$ cat config.mk
export PLATFORM = sky130hd
export DESIGN_NAME = actuator_position_speed_estimator
export DESIGN_NICKNAME = d
export VERILOG_FILES = /design/src/rtl/apse_pkg.sv /design/src/rtl/apse_state_mem.sv /design/src/rtl/apse_divider.sv /design/src/rtl/actuator_position_speed_estimator.sv
export SDC_FILE = /design/constraint.sdc
export NUM_CORES = 2
export LEC_CHECK = 0
export ABC_AREA = 0
export BUFFER_PORTS_ARGS = -buffer_cell sky130_fd_sc_hd__buf_4
export CAP_MARGIN = 20
export CELL_PAD_IN_SITES_DETAIL_PLACEMENT = 1
export CELL_PAD_IN_SITES_GLOBAL_PLACEMENT = 2
export CORE_ASPECT_RATIO = 1.1
export CORE_MARGIN = 4
export CORE_UTILIZATION = 30
export CTS_BUF_LIST = sky130_fd_sc_hd__clkbuf_4 sky130_fd_sc_hd__clkbuf_8
export DETAILED_ROUTE_END_ITERATION = 16
export PLACE_DENSITY_LB_ADDON = 0.1
export SYNTH_ARGS = -nofsm -noshare
export SYNTH_HDL_FRONTEND = slang
export SYNTH_SLANG_ARGS = --single-unit
$ cat constraint.sdc
create_clock -name clock -period 10.2 [get_ports clock]
set_clock_uncertainty 0.2 [all_clocks]
set_input_delay 1.02 -clock clock [delete_from_list [all_inputs] [get_ports clock]]
set_output_delay 1.02 -clock clock [all_outputs]
set_load 0.1 [all_outputs]
$ cat src/rtl/apse_pkg.sv
// ---------------------------------------------------------------------------
// apse_pkg
// Shared types and constants of the actuator position and speed estimator.
// ---------------------------------------------------------------------------
package apse_pkg;

   localparam int SUM_W    = 24;
   localparam int CNT_W    = 6;
   localparam int TEN_W    = 10;
   localparam int TICK_W   = 32;
   localparam int SAMPLE_W = 18;
   localparam int AXIS_W   = 2;
   localparam int CSR_IDX_W = 2;

   // divider geometry: 16-bit dividend, 32-bit divisor
   localparam int DIV_N_W = 16;
   localparam int DIV_D_W = 32;

   // sum * POS_SCALE / (WINDOW * 2^16) gives tenths of a millimetre
   localparam int POS_SCALE = 250;
   localparam int FRAC_W    = 16;

   localparam logic [TEN_W-1:0] TEN_MAX = '1;

   // zone codes
   localparam logic [1:0] ZONE_COMBINE  = 2'd0;
   localparam logic [1:0] ZONE_SEPARATE = 2'd1;
   localparam logic [1:0] ZONE_MIDDLE   = 2'd2;

   // register indexes
   localparam logic [CSR_IDX_W-1:0] CSR_COMBINE  = 2'd0;
   localparam logic [CSR_IDX_W-1:0] CSR_SEPARATE = 2'd1;
   localparam logic [CSR_IDX_W-1:0] CSR_HALF_W   = 2'd2;
   localparam logic [CSR_IDX_W-1:0] CSR_LIMIT    = 2'd3;

   // register reset values
   localparam logic [TEN_W-1:0] RST_COMBINE  = 10'd450;
   localparam logic [TEN_W-1:0] RST_SEPARATE = 10'd200;
   localparam logic [TEN_W-1:0] RST_HALF_W   = 10'd10;
   localparam logic [TEN_W-1:0] RST_LIMIT    = 10'd80;

   // per-axis state entry
   typedef struct packed {
      logic [SUM_W-1:0]  sum;
      logic [CNT_W-1:0]  count;
      logic [TEN_W-1:0]  prev_pos;
      logic [TICK_W-1:0] prev_tick;
      logic [TEN_W-1:0]  speed;
   } entry_type;

   // divider command and status
   typedef struct packed {
      logic               start;
      logic [DIV_N_W-1:0] dividend;
      logic [DIV_D_W-1:0] divisor;
   } div_cmd_type;

   typedef struct packed {
      logic               done;
      logic [DIV_N_W-1:0] quotient;
   } div_rsp_type;

endpackage

$ cat src/rtl/apse_state_mem.sv
// ---------------------------------------------------------------------------
// apse_state_mem
// Per-axis state memory, registered read, valid bits for reset.
// ---------------------------------------------------------------------------
module apse_state_mem #(
   parameter int DEPTH = 2,
   parameter int AW    = 1
) (
   input  logic                clock,
   input  logic                reset,
   input  logic                rd_en,
   input  logic [AW-1:0]       rd_addr,
   output apse_pkg::entry_type rd_data,
   input  logic                wr_en,
   input  logic [AW-1:0]       wr_addr,
   input  apse_pkg::entry_type wr_data
);

   apse_pkg::entry_type mem [DEPTH];
   logic [DEPTH-1:0]    valid_ff;
   apse_pkg::entry_type rd_data_ff;
   logic                rd_valid_ff;

   // storage array
   always_ff @(posedge clock) begin
      if (wr_en) begin
         mem[wr_addr] <= wr_data;
      end
      if (rd_en) begin
         rd_data_ff <= mem[rd_addr];
      end
   end

   // valid bits: a never-written entry reads as zero
   always_ff @(posedge clock) begin
      if (reset) begin
         valid_ff    <= '0;
         rd_valid_ff <= 1'b0;
      end else begin
         if (wr_en) begin
            valid_ff[wr_addr] <= 1'b1;
         end
         if (rd_en) begin
            rd_valid_ff <= valid_ff[rd_addr];
         end
      end
   end

   assign rd_data = rd_valid_ff ? rd_data_ff : '0;

endmodule

$ cat src/rtl/apse_divider.sv
// ---------------------------------------------------------------------------
// apse_divider
// Radix-2 restoring divider, one quotient bit per cycle.
// ---------------------------------------------------------------------------
module apse_divider (
   input  logic                  clock,
   input  logic                  reset,
   input  apse_pkg::div_cmd_type cmd,
   output apse_pkg::div_rsp_type status
);

   localparam int N  = apse_pkg::DIV_N_W;
   localparam int D  = apse_pkg::DIV_D_W;
   localparam int CW = $clog2(N + 1);

   logic [D-1:0]  rem_ff;
   logic [N-1:0]  dq_ff;
   logic [D-1:0]  dvs_ff;
   logic [CW-1:0] cnt_ff;
   logic          busy_ff;
   logic          done_ff;

   logic [D:0]    shifted;
   logic          fits;
   logic [D:0]    diff;

   // one trial subtraction
   always_comb begin
      shifted = {rem_ff, dq_ff[N-1]};
      fits    = shifted >= {1'b0, dvs_ff};
      diff    = shifted - {1'b0, dvs_ff};
   end

   always_ff @(posedge clock) begin
      if (reset) begin
         busy_ff <= 1'b0;
         done_ff <= 1'b0;
         cnt_ff  <= '0;
      end else begin
         done_ff <= 1'b0;
         if (cmd.start) begin
            rem_ff  <= '0;
            dq_ff   <= cmd.dividend;
            dvs_ff  <= cmd.divisor;
            cnt_ff  <= CW'(N);
            busy_ff <= 1'b1;
         end else if (busy_ff) begin
            rem_ff <= fits ? diff[D-1:0] : shifted[D-1:0];
            dq_ff  <= {dq_ff[N-2:0], fits};
            cnt_ff <= cnt_ff - 1'b1;
            if (cnt_ff == CW'(1)) begin
               busy_ff <= 1'b0;
               done_ff <= 1'b1;
            end
         end
      end
   end

   assign status.done     = done_ff;
   assign status.quotient = dq_ff;

endmodule

$ cat src/rtl/actuator_position_speed_estimator.sv
// ---------------------------------------------------------------------------
// actuator_position_speed_estimator
// Per-axis window averaging of position samples with zone and speed output.
// ---------------------------------------------------------------------------
// An accumulating transaction holds the block for the state memory read, then
// the write back; a rejected transaction does not hold the block.
// A window-closing transaction runs through LOOK, DIVP, CALC, CHECK and FINISH,
// adding DIVS when the speed is accepted and the serial divider runs; result
// stalls hold FINISH. No new transaction is taken until the block is idle again.
// Reset is synchronous: registers reload defaults, axis state reads as zero.
module actuator_position_speed_estimator #(
   parameter int AXES   = 2,
   parameter int WINDOW = 50
) (
   input  logic                              clock,
   input  logic                              reset,
   // input channel
   input  logic                              req_valid,
   output logic                              req_stall,
   input  logic [apse_pkg::AXIS_W-1:0]       req_axis,
   input  logic [apse_pkg::SAMPLE_W-1:0]     req_sample,
   input  logic                              req_sensor_fault,
   input  logic [apse_pkg::TICK_W-1:0]       req_tick,
   // result channel
   output logic                              rsp_valid,
   input  logic                              rsp_stall,
   output logic                              rsp_axis_out,
   output logic [apse_pkg::TEN_W-1:0]        rsp_position_tenths,
   output logic [1:0]                        rsp_zone,
   output logic [apse_pkg::TEN_W-1:0]        rsp_speed_tenths,
   output logic                              rsp_speed_updated,
   // configuration
   input  logic                              csr_wr_en,
   input  logic [apse_pkg::CSR_IDX_W-1:0]    csr_index,
   input  logic [apse_pkg::TEN_W-1:0]        csr_wdata
);

   localparam int AW    = (AXES > 1) ? $clog2(AXES) : 1;
   localparam int TW    = apse_pkg::TEN_W;
   localparam int PW    = TW + apse_pkg::TICK_W;
   localparam int SUM_W = apse_pkg::SUM_W;
   localparam int NW    = apse_pkg::DIV_N_W;

   // reciprocal of the window length, exact for 16-bit numerators
   localparam int     RECIP_SH = apse_pkg::FRAC_W + $clog2(WINDOW);
   localparam longint RECIP    = ((longint'(1) << RECIP_SH) + longint'(WINDOW) - 1)
                                 / longint'(WINDOW);
   localparam int     MW       = 40;

   typedef enum logic [2:0] {
      ST_IDLE,
      ST_LOOK,
      ST_DIVP,
      ST_CALC,
      ST_CHECK,
      ST_DIVS,
      ST_FINISH
   } state_type;

   state_type state_ff;

   // configuration registers
   logic [TW-1:0] combine_ff;
   logic [TW-1:0] separate_ff;
   logic [TW-1:0] half_w_ff;
   logic [TW-1:0] limit_ff;

   // transaction and working registers
   logic [AW-1:0]                   ax_ff;
   logic [apse_pkg::SAMPLE_W-1:0]   sample_ff;
   logic [apse_pkg::TICK_W-1:0]     tick_ff;
   apse_pkg::entry_type             entry_ff;
   logic [NW-1:0]                   mean_num_ff;
   logic [TW-1:0]                   pos_ff;
   logic [1:0]                      zone_ff;
   logic [TW-1:0]                   dpos_ff;
   logic [apse_pkg::TICK_W-1:0]     dticks_ff;
   logic [TW-1:0]                   speed_ff;
   logic                            upd_ff;

   // result register
   logic                            rsp_valid_ff;
   logic                            rsp_axis_ff;
   logic [TW-1:0]                   rsp_pos_ff;
   logic [1:0]                      rsp_zone_ff;
   logic [TW-1:0]                   rsp_speed_ff;
   logic                            rsp_upd_ff;

   // combinational
   logic                            accept;
   logic                            axis_ok;
   logic                            good;
   logic                            below_full;
   logic [31:0]                     scaled;
   logic                            out_free;
   logic [TW:0]                     c_hi, c_lo_chk, s_hi, s_lo_chk, pos_hw;
   logic [1:0]                      zone_in;
   logic [TW-1:0]                   dpos_in;
   logic [PW-1:0]                   limit_prod;
   logic                            speed_ok;
   logic [MW-1:0]                   mean_prod;
   logic [NW-1:0]                   mean_q;
   logic [TW-1:0]                   pos_sat_in;

   apse_pkg::entry_type             rd_entry;
   apse_pkg::entry_type             wr_entry;
   logic                            mem_wr_en;
   apse_pkg::div_cmd_type           div_cmd;
   apse_pkg::div_rsp_type           div_status;

   // handshake
   assign req_stall = (state_ff != ST_IDLE);
   assign accept    = req_valid && !req_stall;
   assign axis_ok   = {1'b0, req_axis} < 3'(AXES);
   assign good      = accept && axis_ok && !req_sensor_fault;
   assign out_free  = !rsp_valid_ff || !rsp_stall;

   // window fill and scaled sum
   assign below_full = {1'b0, rd_entry.count} < 7'(WINDOW);
   assign scaled     = 32'(rd_entry.sum) * 32'(apse_pkg::POS_SCALE);

   // saturated mean position by reciprocal multiplication
   assign mean_prod  = MW'(mean_num_ff) * MW'(RECIP);
   assign mean_q     = mean_prod[RECIP_SH +: NW];
   assign pos_sat_in = (mean_q > NW'(apse_pkg::TEN_MAX))
                       ? apse_pkg::TEN_MAX : mean_q[TW-1:0];

   // zone windows, strict on both sides
   always_comb begin
      pos_hw   = {1'b0, pos_ff} + {1'b0, half_w_ff};
      c_hi     = {1'b0, combine_ff} + {1'b0, half_w_ff};
      s_hi     = {1'b0, separate_ff} + {1'b0, half_w_ff};
      c_lo_chk = {1'b0, combine_ff};
      s_lo_chk = {1'b0, separate_ff};
      if (({1'b0, pos_ff} < c_hi) && (pos_hw > c_lo_chk)) begin
         zone_in = apse_pkg::ZONE_COMBINE;
      end else if (({1'b0, pos_ff} < s_hi) && (pos_hw > s_lo_chk)) begin
         zone_in = apse_pkg::ZONE_SEPARATE;
      end else begin
         zone_in = apse_pkg::ZONE_MIDDLE;
      end
   end

   assign dpos_in = (pos_ff >= entry_ff.prev_pos) ? (pos_ff - entry_ff.prev_pos)
                                                  : (entry_ff.prev_pos - pos_ff);

   // speed limit check
   assign limit_prod = PW'(limit_ff) * PW'(dticks_ff);
   assign speed_ok   = (dticks_ff != '0) && (PW'(dpos_ff) < limit_prod);

   // divider command: speed only
   always_comb begin
      div_cmd.start    = (state_ff == ST_CHECK) && speed_ok;
      div_cmd.dividend = NW'(dpos_ff);
      div_cmd.divisor  = dticks_ff;
   end

   // state write back
   always_comb begin
      mem_wr_en = 1'b0;
      wr_entry  = rd_entry;
      if (state_ff == ST_LOOK && below_full) begin
         mem_wr_en      = 1'b1;
         wr_entry.sum   = rd_entry.sum + SUM_W'(sample_ff);
         wr_entry.count = rd_entry.count + 1'b1;
      end else if (state_ff == ST_FINISH) begin
         mem_wr_en          = out_free;
         wr_entry.sum       = '0;
         wr_entry.count     = '0;
         wr_entry.prev_pos  = pos_ff;
         wr_entry.prev_tick = tick_ff;
         wr_entry.speed     = speed_ff;
      end
   end

   apse_state_mem #(
      .DEPTH (AXES),
      .AW    (AW)
   ) u_mem (
      .clock   (clock),
      .reset   (reset),
      .rd_en   (good),
      .rd_addr (req_axis[AW-1:0]),
      .rd_data (rd_entry),
      .wr_en   (mem_wr_en),
      .wr_addr (ax_ff),
      .wr_data (wr_entry)
   );

   apse_divider u_div (
      .clock  (clock),
      .reset  (reset),
      .cmd    (div_cmd),
      .status (div_status)
   );

   // configuration writes
   always_ff @(posedge clock) begin
      if (reset) begin
         combine_ff  <= apse_pkg::RST_COMBINE;
         separate_ff <= apse_pkg::RST_SEPARATE;
         half_w_ff   <= apse_pkg::RST_HALF_W;
         limit_ff    <= apse_pkg::RST_LIMIT;
      end else if (csr_wr_en) begin
         case (csr_index)
            apse_pkg::CSR_COMBINE:  combine_ff  <= csr_wdata;
            apse_pkg::CSR_SEPARATE: separate_ff <= csr_wdata;
            apse_pkg::CSR_HALF_W:   half_w_ff   <= csr_wdata;
            apse_pkg::CSR_LIMIT:    limit_ff    <= csr_wdata;
            default: ;
         endcase
      end
   end

   // sequencer and result register
   always_ff @(posedge clock) begin
      if (reset) begin
         state_ff     <= ST_IDLE;
         rsp_valid_ff <= 1'b0;
      end else begin
         if (rsp_valid_ff && !rsp_stall && state_ff != ST_FINISH) begin
            rsp_valid_ff <= 1'b0;
         end
         case (state_ff)
            ST_IDLE: begin
               if (good) begin
                  ax_ff     <= req_axis[AW-1:0];
                  sample_ff <= req_sample;
                  tick_ff   <= req_tick;
                  state_ff  <= ST_LOOK;
               end
            end
            ST_LOOK: begin
               entry_ff    <= rd_entry;
               mean_num_ff <= scaled[31:apse_pkg::FRAC_W];
               state_ff    <= below_full ? ST_IDLE : ST_DIVP;
            end
            ST_DIVP: begin
               pos_ff   <= pos_sat_in;
               state_ff <= ST_CALC;
            end
            ST_CALC: begin
               zone_ff   <= zone_in;
               dpos_ff   <= dpos_in;
               dticks_ff <= tick_ff - entry_ff.prev_tick;
               state_ff  <= ST_CHECK;
            end
            ST_CHECK: begin
               if (speed_ok) begin
                  state_ff <= ST_DIVS;
               end else begin
                  speed_ff <= entry_ff.speed;
                  upd_ff   <= 1'b0;
                  state_ff <= ST_FINISH;
               end
            end
            ST_DIVS: begin
               if (div_status.done) begin
                  speed_ff <= div_status.quotient[TW-1:0];
                  upd_ff   <= 1'b1;
                  state_ff <= ST_FINISH;
               end
            end
            ST_FINISH: begin
               if (out_free) begin
                  rsp_valid_ff <= 1'b1;
                  rsp_axis_ff  <= ax_ff[0];
                  rsp_pos_ff   <= pos_ff;
                  rsp_zone_ff  <= zone_ff;
                  rsp_speed_ff <= speed_ff;
                  rsp_upd_ff   <= upd_ff;
                  state_ff     <= ST_IDLE;
               end
            end
            default: begin
               state_ff <= ST_IDLE;
            end
         endcase
      end
   end

   assign rsp_valid           = rsp_valid_ff;
   assign rsp_axis_out        = rsp_axis_ff;
   assign rsp_position_tenths = rsp_pos_ff;
   assign rsp_zone            = rsp_zone_ff;
   assign rsp_speed_tenths    = rsp_speed_ff;
   assign rsp_speed_updated   = rsp_upd_ff;

endmodule

After elaboration in Yosys (flattened, before gate mapping)
Memories as Yosys holds them, arrays and structs flattened. A register that Yosys moved wholly into a read port is not among the register bits.
Cells that the tools add are included.
{"block": "op_classes", "order_cmp": 13, "muxes": 39, "n_reduce_logical": 37, "add_sub_neg": 10, "eq_ne": 15, "mul": 3, "bitwise": 3}
{"operator": "$mux W82", "count": 2}
{"operator": "$mux W32", "count": 2}
{"operator": "$sub A32 B32 Y32", "count": 2}
{"operator": "$mux W52", "count": 1}
{"operator": "$lt A10 B42 Y1", "count": 1}
{"operator": "$mul A10 B32 Y42", "count": 1}
{"operator": "$mux W10", "count": 4}
{"operator": "$add A10 B10 Y11", "count": 3}
{"operator": "$ge A33 B32 Y1", "count": 1}
{"operator": "$mul A16 B17 Y33 const B", "count": 1}
{"operator": "$reduce_bool A32 Y1", "count": 1}
{"operator": "$mul A24 B7 Y31 const B", "count": 1}
{"operator": "$mux W30", "count": 1}
{"operator": "$add A24 B18 Y24", "count": 1}
{"operator": "$gt A11 B10 Y1", "count": 2}
{"operator": "$lt A10 B11 Y1", "count": 2}
{"operator": "$pmux W3 S7", "count": 1}
{"operator": "$pmux W10 S2", "count": 1}
{"operator": "$sub A10 B10 Y10", "count": 2}
{"operator": "$reduce_and A2 Y1", "count": 9}
{"operator": "$mux W1", "count": 16}
{"operator": "$mux W16", "count": 1}
{"operator": "$gt A11 B10 Y1 const B", "count": 1}
{"operator": "$logic_and A1 B1 Y1", "count": 11}
{"operator": "other kinds (33)", "count": 52}
{"block": "totals", "register_bits": 342, "input_bits": 70, "n_memories": 1, "output_inout_bits": 26, "ramBits": 164}
{"name": "u_mem.mem", "words": 2, "word_bits": 82, "read_ports": 1, "rd_ports_with_merged_regs": 1, "write_ports": 1, "line_no": "apse_state_mem.sv:19", "text": "apse_pkg::entry_type mem [DEPTH];"}

Longest topological paths before layout
{"block": "logic_depth", "depth_word": 7, "mapped_depth": 32, "mapped_depth_nobuf": 28}

By module
From an unflattened synthesis, not the netlist that was laid out.
{"block": "hier_totals", "cells_unflattened": 4261, "hier_area_um2": 47525.6}
{"mod": "actuator_position_speed_estimator", "instances": 1, "cells_each": 3329, "area_per_inst_um2": 32892.8}
{"mod": "apse_state_mem", "instances": 1, "cells_each": 439, "area_per_inst_um2": 9336.5}
{"mod": "apse_divider", "instances": 1, "cells_each": 493, "area_per_inst_um2": 5296.3}

Least setup slack after synthesis
Ideal clock, no wire load.
{"block": "synth_path", "path_type": "flip-flop to flip-flop", "from": "register limit_ff[3]", "to": "register u_div.dq_ff[0] (enable)", "arrival_time_ns": 8.522, "stages_incl_launch_ff": 29, "setup_time_ns": 0.469, "setup_slack_ns": 1.008, "synth_period_minus_slack_ns": 9.192, "required_ns": 9.531, "path_cell_list": "dfxtp_1 > clkbuf_1 > clkbuf_1 > nand2_1 > fa_1 > inv_1 > fa_1 > ha_1 > fa_1 > inv_1 > fa_1 > inv_1 > ha_1 > a21oi_1 > o21ai_2 > o31ai_1 > xor2_1 > ha_1 > or3_1 > a211o_1 > nand4_1 > nor3_1 > o2111ai_1 > nor4_1 > nand4_1 > nor4_4 > or3_1 > buf_2 > a21oi_1"}
{"block": "synth_between", "elab_chain_cells": 6}
{"item": "start: declaration", "line_no": "actuator_position_speed_estimator.sv:66", "text": "logic [TW-1:0] limit_ff;"}
{"item": "start signal: assignment", "line_no": "actuator_position_speed_estimator.sv:203", "text": "limit_ff <= apse_pkg::RST_LIMIT;"}
{"item": "start signal: assignment", "line_no": "actuator_position_speed_estimator.sv:209", "text": "apse_pkg::CSR_LIMIT: limit_ff <= csr_wdata;"}
{"item": "$mul A10 B32 Y42", "line_no": "actuator_position_speed_estimator.sv:148", "text": "assign limit_prod = PW'(limit_ff) * PW'(dticks_ff);"}
{"item": "$lt A10 B42 Y1", "line_no": "actuator_position_speed_estimator.sv:149", "text": "assign speed_ok = (dticks_ff != '0) && (PW'(dpos_ff) < limit_prod);"}
{"item": "$logic_and A1 B1 Y1", "line_no": "actuator_position_speed_estimator.sv:149"}
{"item": "$logic_and A1 B1 Y1", "line_no": "actuator_position_speed_estimator.sv:153", "text": "div_cmd.start = (state_ff == ST_CHECK) && speed_ok;"}
{"item": "$reduce_bool A2 Y1 (no source line)"}
{"item": "$reduce_and A2 Y1 (no source line)"}
{"item": "end signal: assignment", "line_no": "apse_divider.sv:43", "text": "dq_ff <= cmd.dividend;"}
{"item": "end signal: assignment", "line_no": "apse_divider.sv:49", "text": "dq_ff <= {dq_ff[N-2:0], fits};"}
{"item": "end: declaration", "line_no": "apse_divider.sv:17", "text": "logic [N-1:0] dq_ff;"}
Every way passes these cells.
A chain may end at the register's enable or synchronous reset.

Final worst setup path
{"block": "layout_path", "from": "register limit_ff[2]", "to": "register u_div.rem_ff[31] (enable)"}
{"block": "layout_between", "elab_chain_cells": 6}
{"item": "$mul A10 B32 Y42", "line_no": "actuator_position_speed_estimator.sv:148"}
{"item": "$lt A10 B42 Y1", "line_no": "actuator_position_speed_estimator.sv:149"}
{"item": "$logic_and A1 B1 Y1", "line_no": "actuator_position_speed_estimator.sv:149"}
{"item": "$logic_and A1 B1 Y1", "line_no": "actuator_position_speed_estimator.sv:153"}
{"item": "$reduce_bool A2 Y1 (no source line)"}
{"item": "$reduce_and A2 Y1 (no source line)"}
{"item": "end signal: assignment", "line_no": "apse_divider.sv:48", "text": "rem_ff <= fits ? diff[D-1:0] : shifted[D-1:0];"}
{"item": "end: declaration", "line_no": "apse_divider.sv:16", "text": "logic [D-1:0] rem_ff;"}
Every way passes these cells.

==> impl_metrics.ini <==
[synth]
async_flop_share_pct = 0
synth.distinct_cells = 91
syn_avg_cell_area_um2 = 11.2
syn_nets = 5113
ys.flop_type = edfxtp_1
mappedNetlistArea_um2 = 46600
ys_warn_count = 0
synth_seq_area_share_pct = 36.7
ys_ff_latch = 588
synth_cells = 4157
synth_edf_count = 534

[timing]
fmax_ghz = 0.116
slew_viol_final = 0
rsz0062_at_grt = false
finalCritPeriodShare_pct = 84.5
fin_setup_tns_ns = 0
worstMarginPinSlew_ns = 1.05
hold_viol = 0
slew_headroom_pct = 29.7
post-route-min-period_ns = 8.62
setup_viol = 0

[detailed_routing]
remaining_drc_errors = 0
ant_nets = 0
wirelength_um = 137000
vias = 30500
viasPerCell = 4.73
routedWlPerCell_um = 21.2
drtIter0Drc = 1126
first_pass_iters = 5

[global_route]
grt_pass1_vias = 34300
track_usage_pct = 17.1
grt_first_pass_wirelength_um = 212000
grt_max_degree = 60
antenna_found_initial = 12
grt.overflow.total = 0

[pwr]
p_per_area_nw_per_um2 = 129
ir_drop_uv = 111
p_leak_nw = 22.9
finalPower_mw = 6.77

[worst_hold_path]
hp-class = input pin to flip-flop

[clock_network]
cts_max_level = 3
clk_pin_slew_ns = 0.05
cts_root_buffer = clkbuf_8
cts.path.max_buffers = 3
cts_buffers = 111
post_cts_resized = 0
tritoncts = yes
cts.sinks = 588
clk-insertion-delay-late_ns = 0.86

[flow_run]
cap_violations = 0

[setup_path]
cp_data_arrival_time_ns = 8.84
critPathLaunchType = flip-flop
crit_chain = nand2_1, fa_1, inv_1, fa_1, fa_1, fa_1, inv_1, fa_1, inv_1, ha_1, and4_4, and3_1, a21bo_2, a31o_1, o21ai_0, mux2_2, nor3_1, nand4_1, nor4_4, or3_1, a21oi_4, buf_4
endpoint_kind = flip-flop
crit_buf_inv = 4
required_ns = 10.42
crit_fanout = 48
r2r_setup_slack_ns = 1.58
path_delay_family = adder cells
crit_path_max_incr_delay_ns = 0.90
crit_slowest_cell = dfxtp_1
path_class = flip-flop to flip-flop
crit_top_cell = fa_1

[floorplan]
die_x_um = 384
rows = 151
start_util_pct = 30.2
die_area_um2 = 162000
coreArea_um2 = 154000
fp.dieH_um = 422
io_pins = 96

[placement]
place.gp.congestion = 0.787
port_buffers = 95
dp_hpwl_um = 103000

[outcome]
outcome = complete, no violations

[layout]
drive_gt1_share_pct = 11.7
final_cell_mix = inv_1, edfxtp_1, ha_1, fa_1, nand2_1
syn_to_final_growth_pct = 12.5
layout_commonest_cell = inv_1
nNetsFinal = 5250
-- what timing repair did --
action | in CTS | in global routing
hold endpoints to repair | 26 | 0
buffers inserted | 0 | 0
hold buffers | 26 | 0
-- power by group --
| part | switching (mW) | leakage (nW) | total (mW) | internal (mW) |
|---|---|---|---|---|
| clock network | 1.13 | 1.26 | 2.56 | 1.44 |
| logic | 0.917 | 16.3 | 1.53 | 0.610 |
| registers | 0.0239 | 5.31 | 2.68 | 2.65 |
| total | 2.07 | 22.9 | 6.77 | 4.70 |
-- logic make-up (layout without fill, tap and decap cells) --
group | Yosys count | count (layout) | synth area share (%)
AND/OR/NAND/NOR | 1057 | 1057 | 11.3
adder cells (fa/ha/maj) | 886 | 886 | 30.7
buffers and inverters | 678 | 898 | 5.55
AO/OA/AOI/OAI | 628 | 628 | 8.85
flip-flops | 588 | 588 | 36.7
multiplexers | 182 | 182 | 4.32
XOR/XNOR | 138 | 138 | 2.62
other | 0 | 4 | 0
-- stage by stage --
stage                     std cells  worst slack (ns)  hold WS [ns]  instance area (µm²)  utilization (%)
after global placement         6219              1.47         0.202                49800             32.3
final                          6446              1.58         0.152                52500             34.0
after detailed placement       6219              1.47         0.213                49800             32.3
after floorplan                4157              1.01         0.200                46600                -
after CTS                      6441              1.43      0.000616                52500             34.0
after global routing           6444              1.01        0.0616                52500             34.0
-- cell type report --
class	instances	area (µm²)
Multi-Input combinational cell	2891	27000
Clock buffer	146	1830
Timing Repair Buffer	165	1310
Clock inverter	50	601
Tap cell	2065	2580
Antenna cell	4	10.0
Sequential cell	588	17100
Inverter	537	2020
Fill cell	17000	102000
-- synthesized netlist by cell type, types with 19 or more instances --
library cell    n  share of area [%]
a211o_1        19               0.36
a21o_1         76                1.2
a21oi_1       190                2.0
and2_1        259                3.5
clkbuf_1      122               0.98
dfxtp_1        54                2.3
edfxtp_1      534                 34
fa_1          428                 18
ha_1          458                 12
inv_1         537                4.3
mux2_2        147                3.5
mux2i_1        32               0.69
nand2_1       350                2.8
nand2b_1       27               0.36
nand3_1        58               0.62
nand4_1        30               0.40
nor2_1        164                1.3
nor2b_1        23               0.31
nor3_1         55               0.59
nor4_1         19               0.25
o21a_1         43               0.69
o21ai_0       116                1.2
o21bai_1       27               0.43
xnor2_1        99                1.9
xor2_1         38               0.71
-- registers in the layout (all words and copies together) (netlist names), 5 cells and up --
signal and flops:
u_mem.mem 164, u_mem.rd_data_ff 82, entry_ff 52, dticks_ff 32
tick_ff 32, u_div.dvs_ff 32, u_div.rem_ff 32, sample_ff 18
mean_num_ff 16, u_div.dq_ff 16, combine_ff 10, dpos_ff 10
half_w_ff 10, limit_ff 10, pos_ff 10, rsp_position_tenths 10
rsp_speed_tenths 10, separate_ff 10, speed_ff 10, u_div.cnt_ff 5
-- routing by layer --
layer	wire (µm)	track usage (%)	vias to the layer above
li1	-	-	14500
met1	61500	22.2	15500
met2	68200	29.8	330
met3	4230	2.53	153
met4	2690	4.09	2
met5	13	0	-
-- path summary, 6_finish.rpt --
check	startpoint	end	depth (start not counted)
worst max register to register	limit_ff[2]$_SDFFE_PP0P_	u_div.rem_ff[31]$_SDFFCE_PP0P_	22
worst min register to register	upd_ff$_DFFE_PP_	rsp_speed_updated$_DFFE_PP_	0
worst min-delay path	req_sample[15]	sample_ff[15]$_DFFE_PP_	1
worst max-delay path	limit_ff[2]$_SDFFE_PP0P_	u_div.rem_ff[31]$_SDFFCE_PP0P_	22
Power figures use the tool's default switching activity.
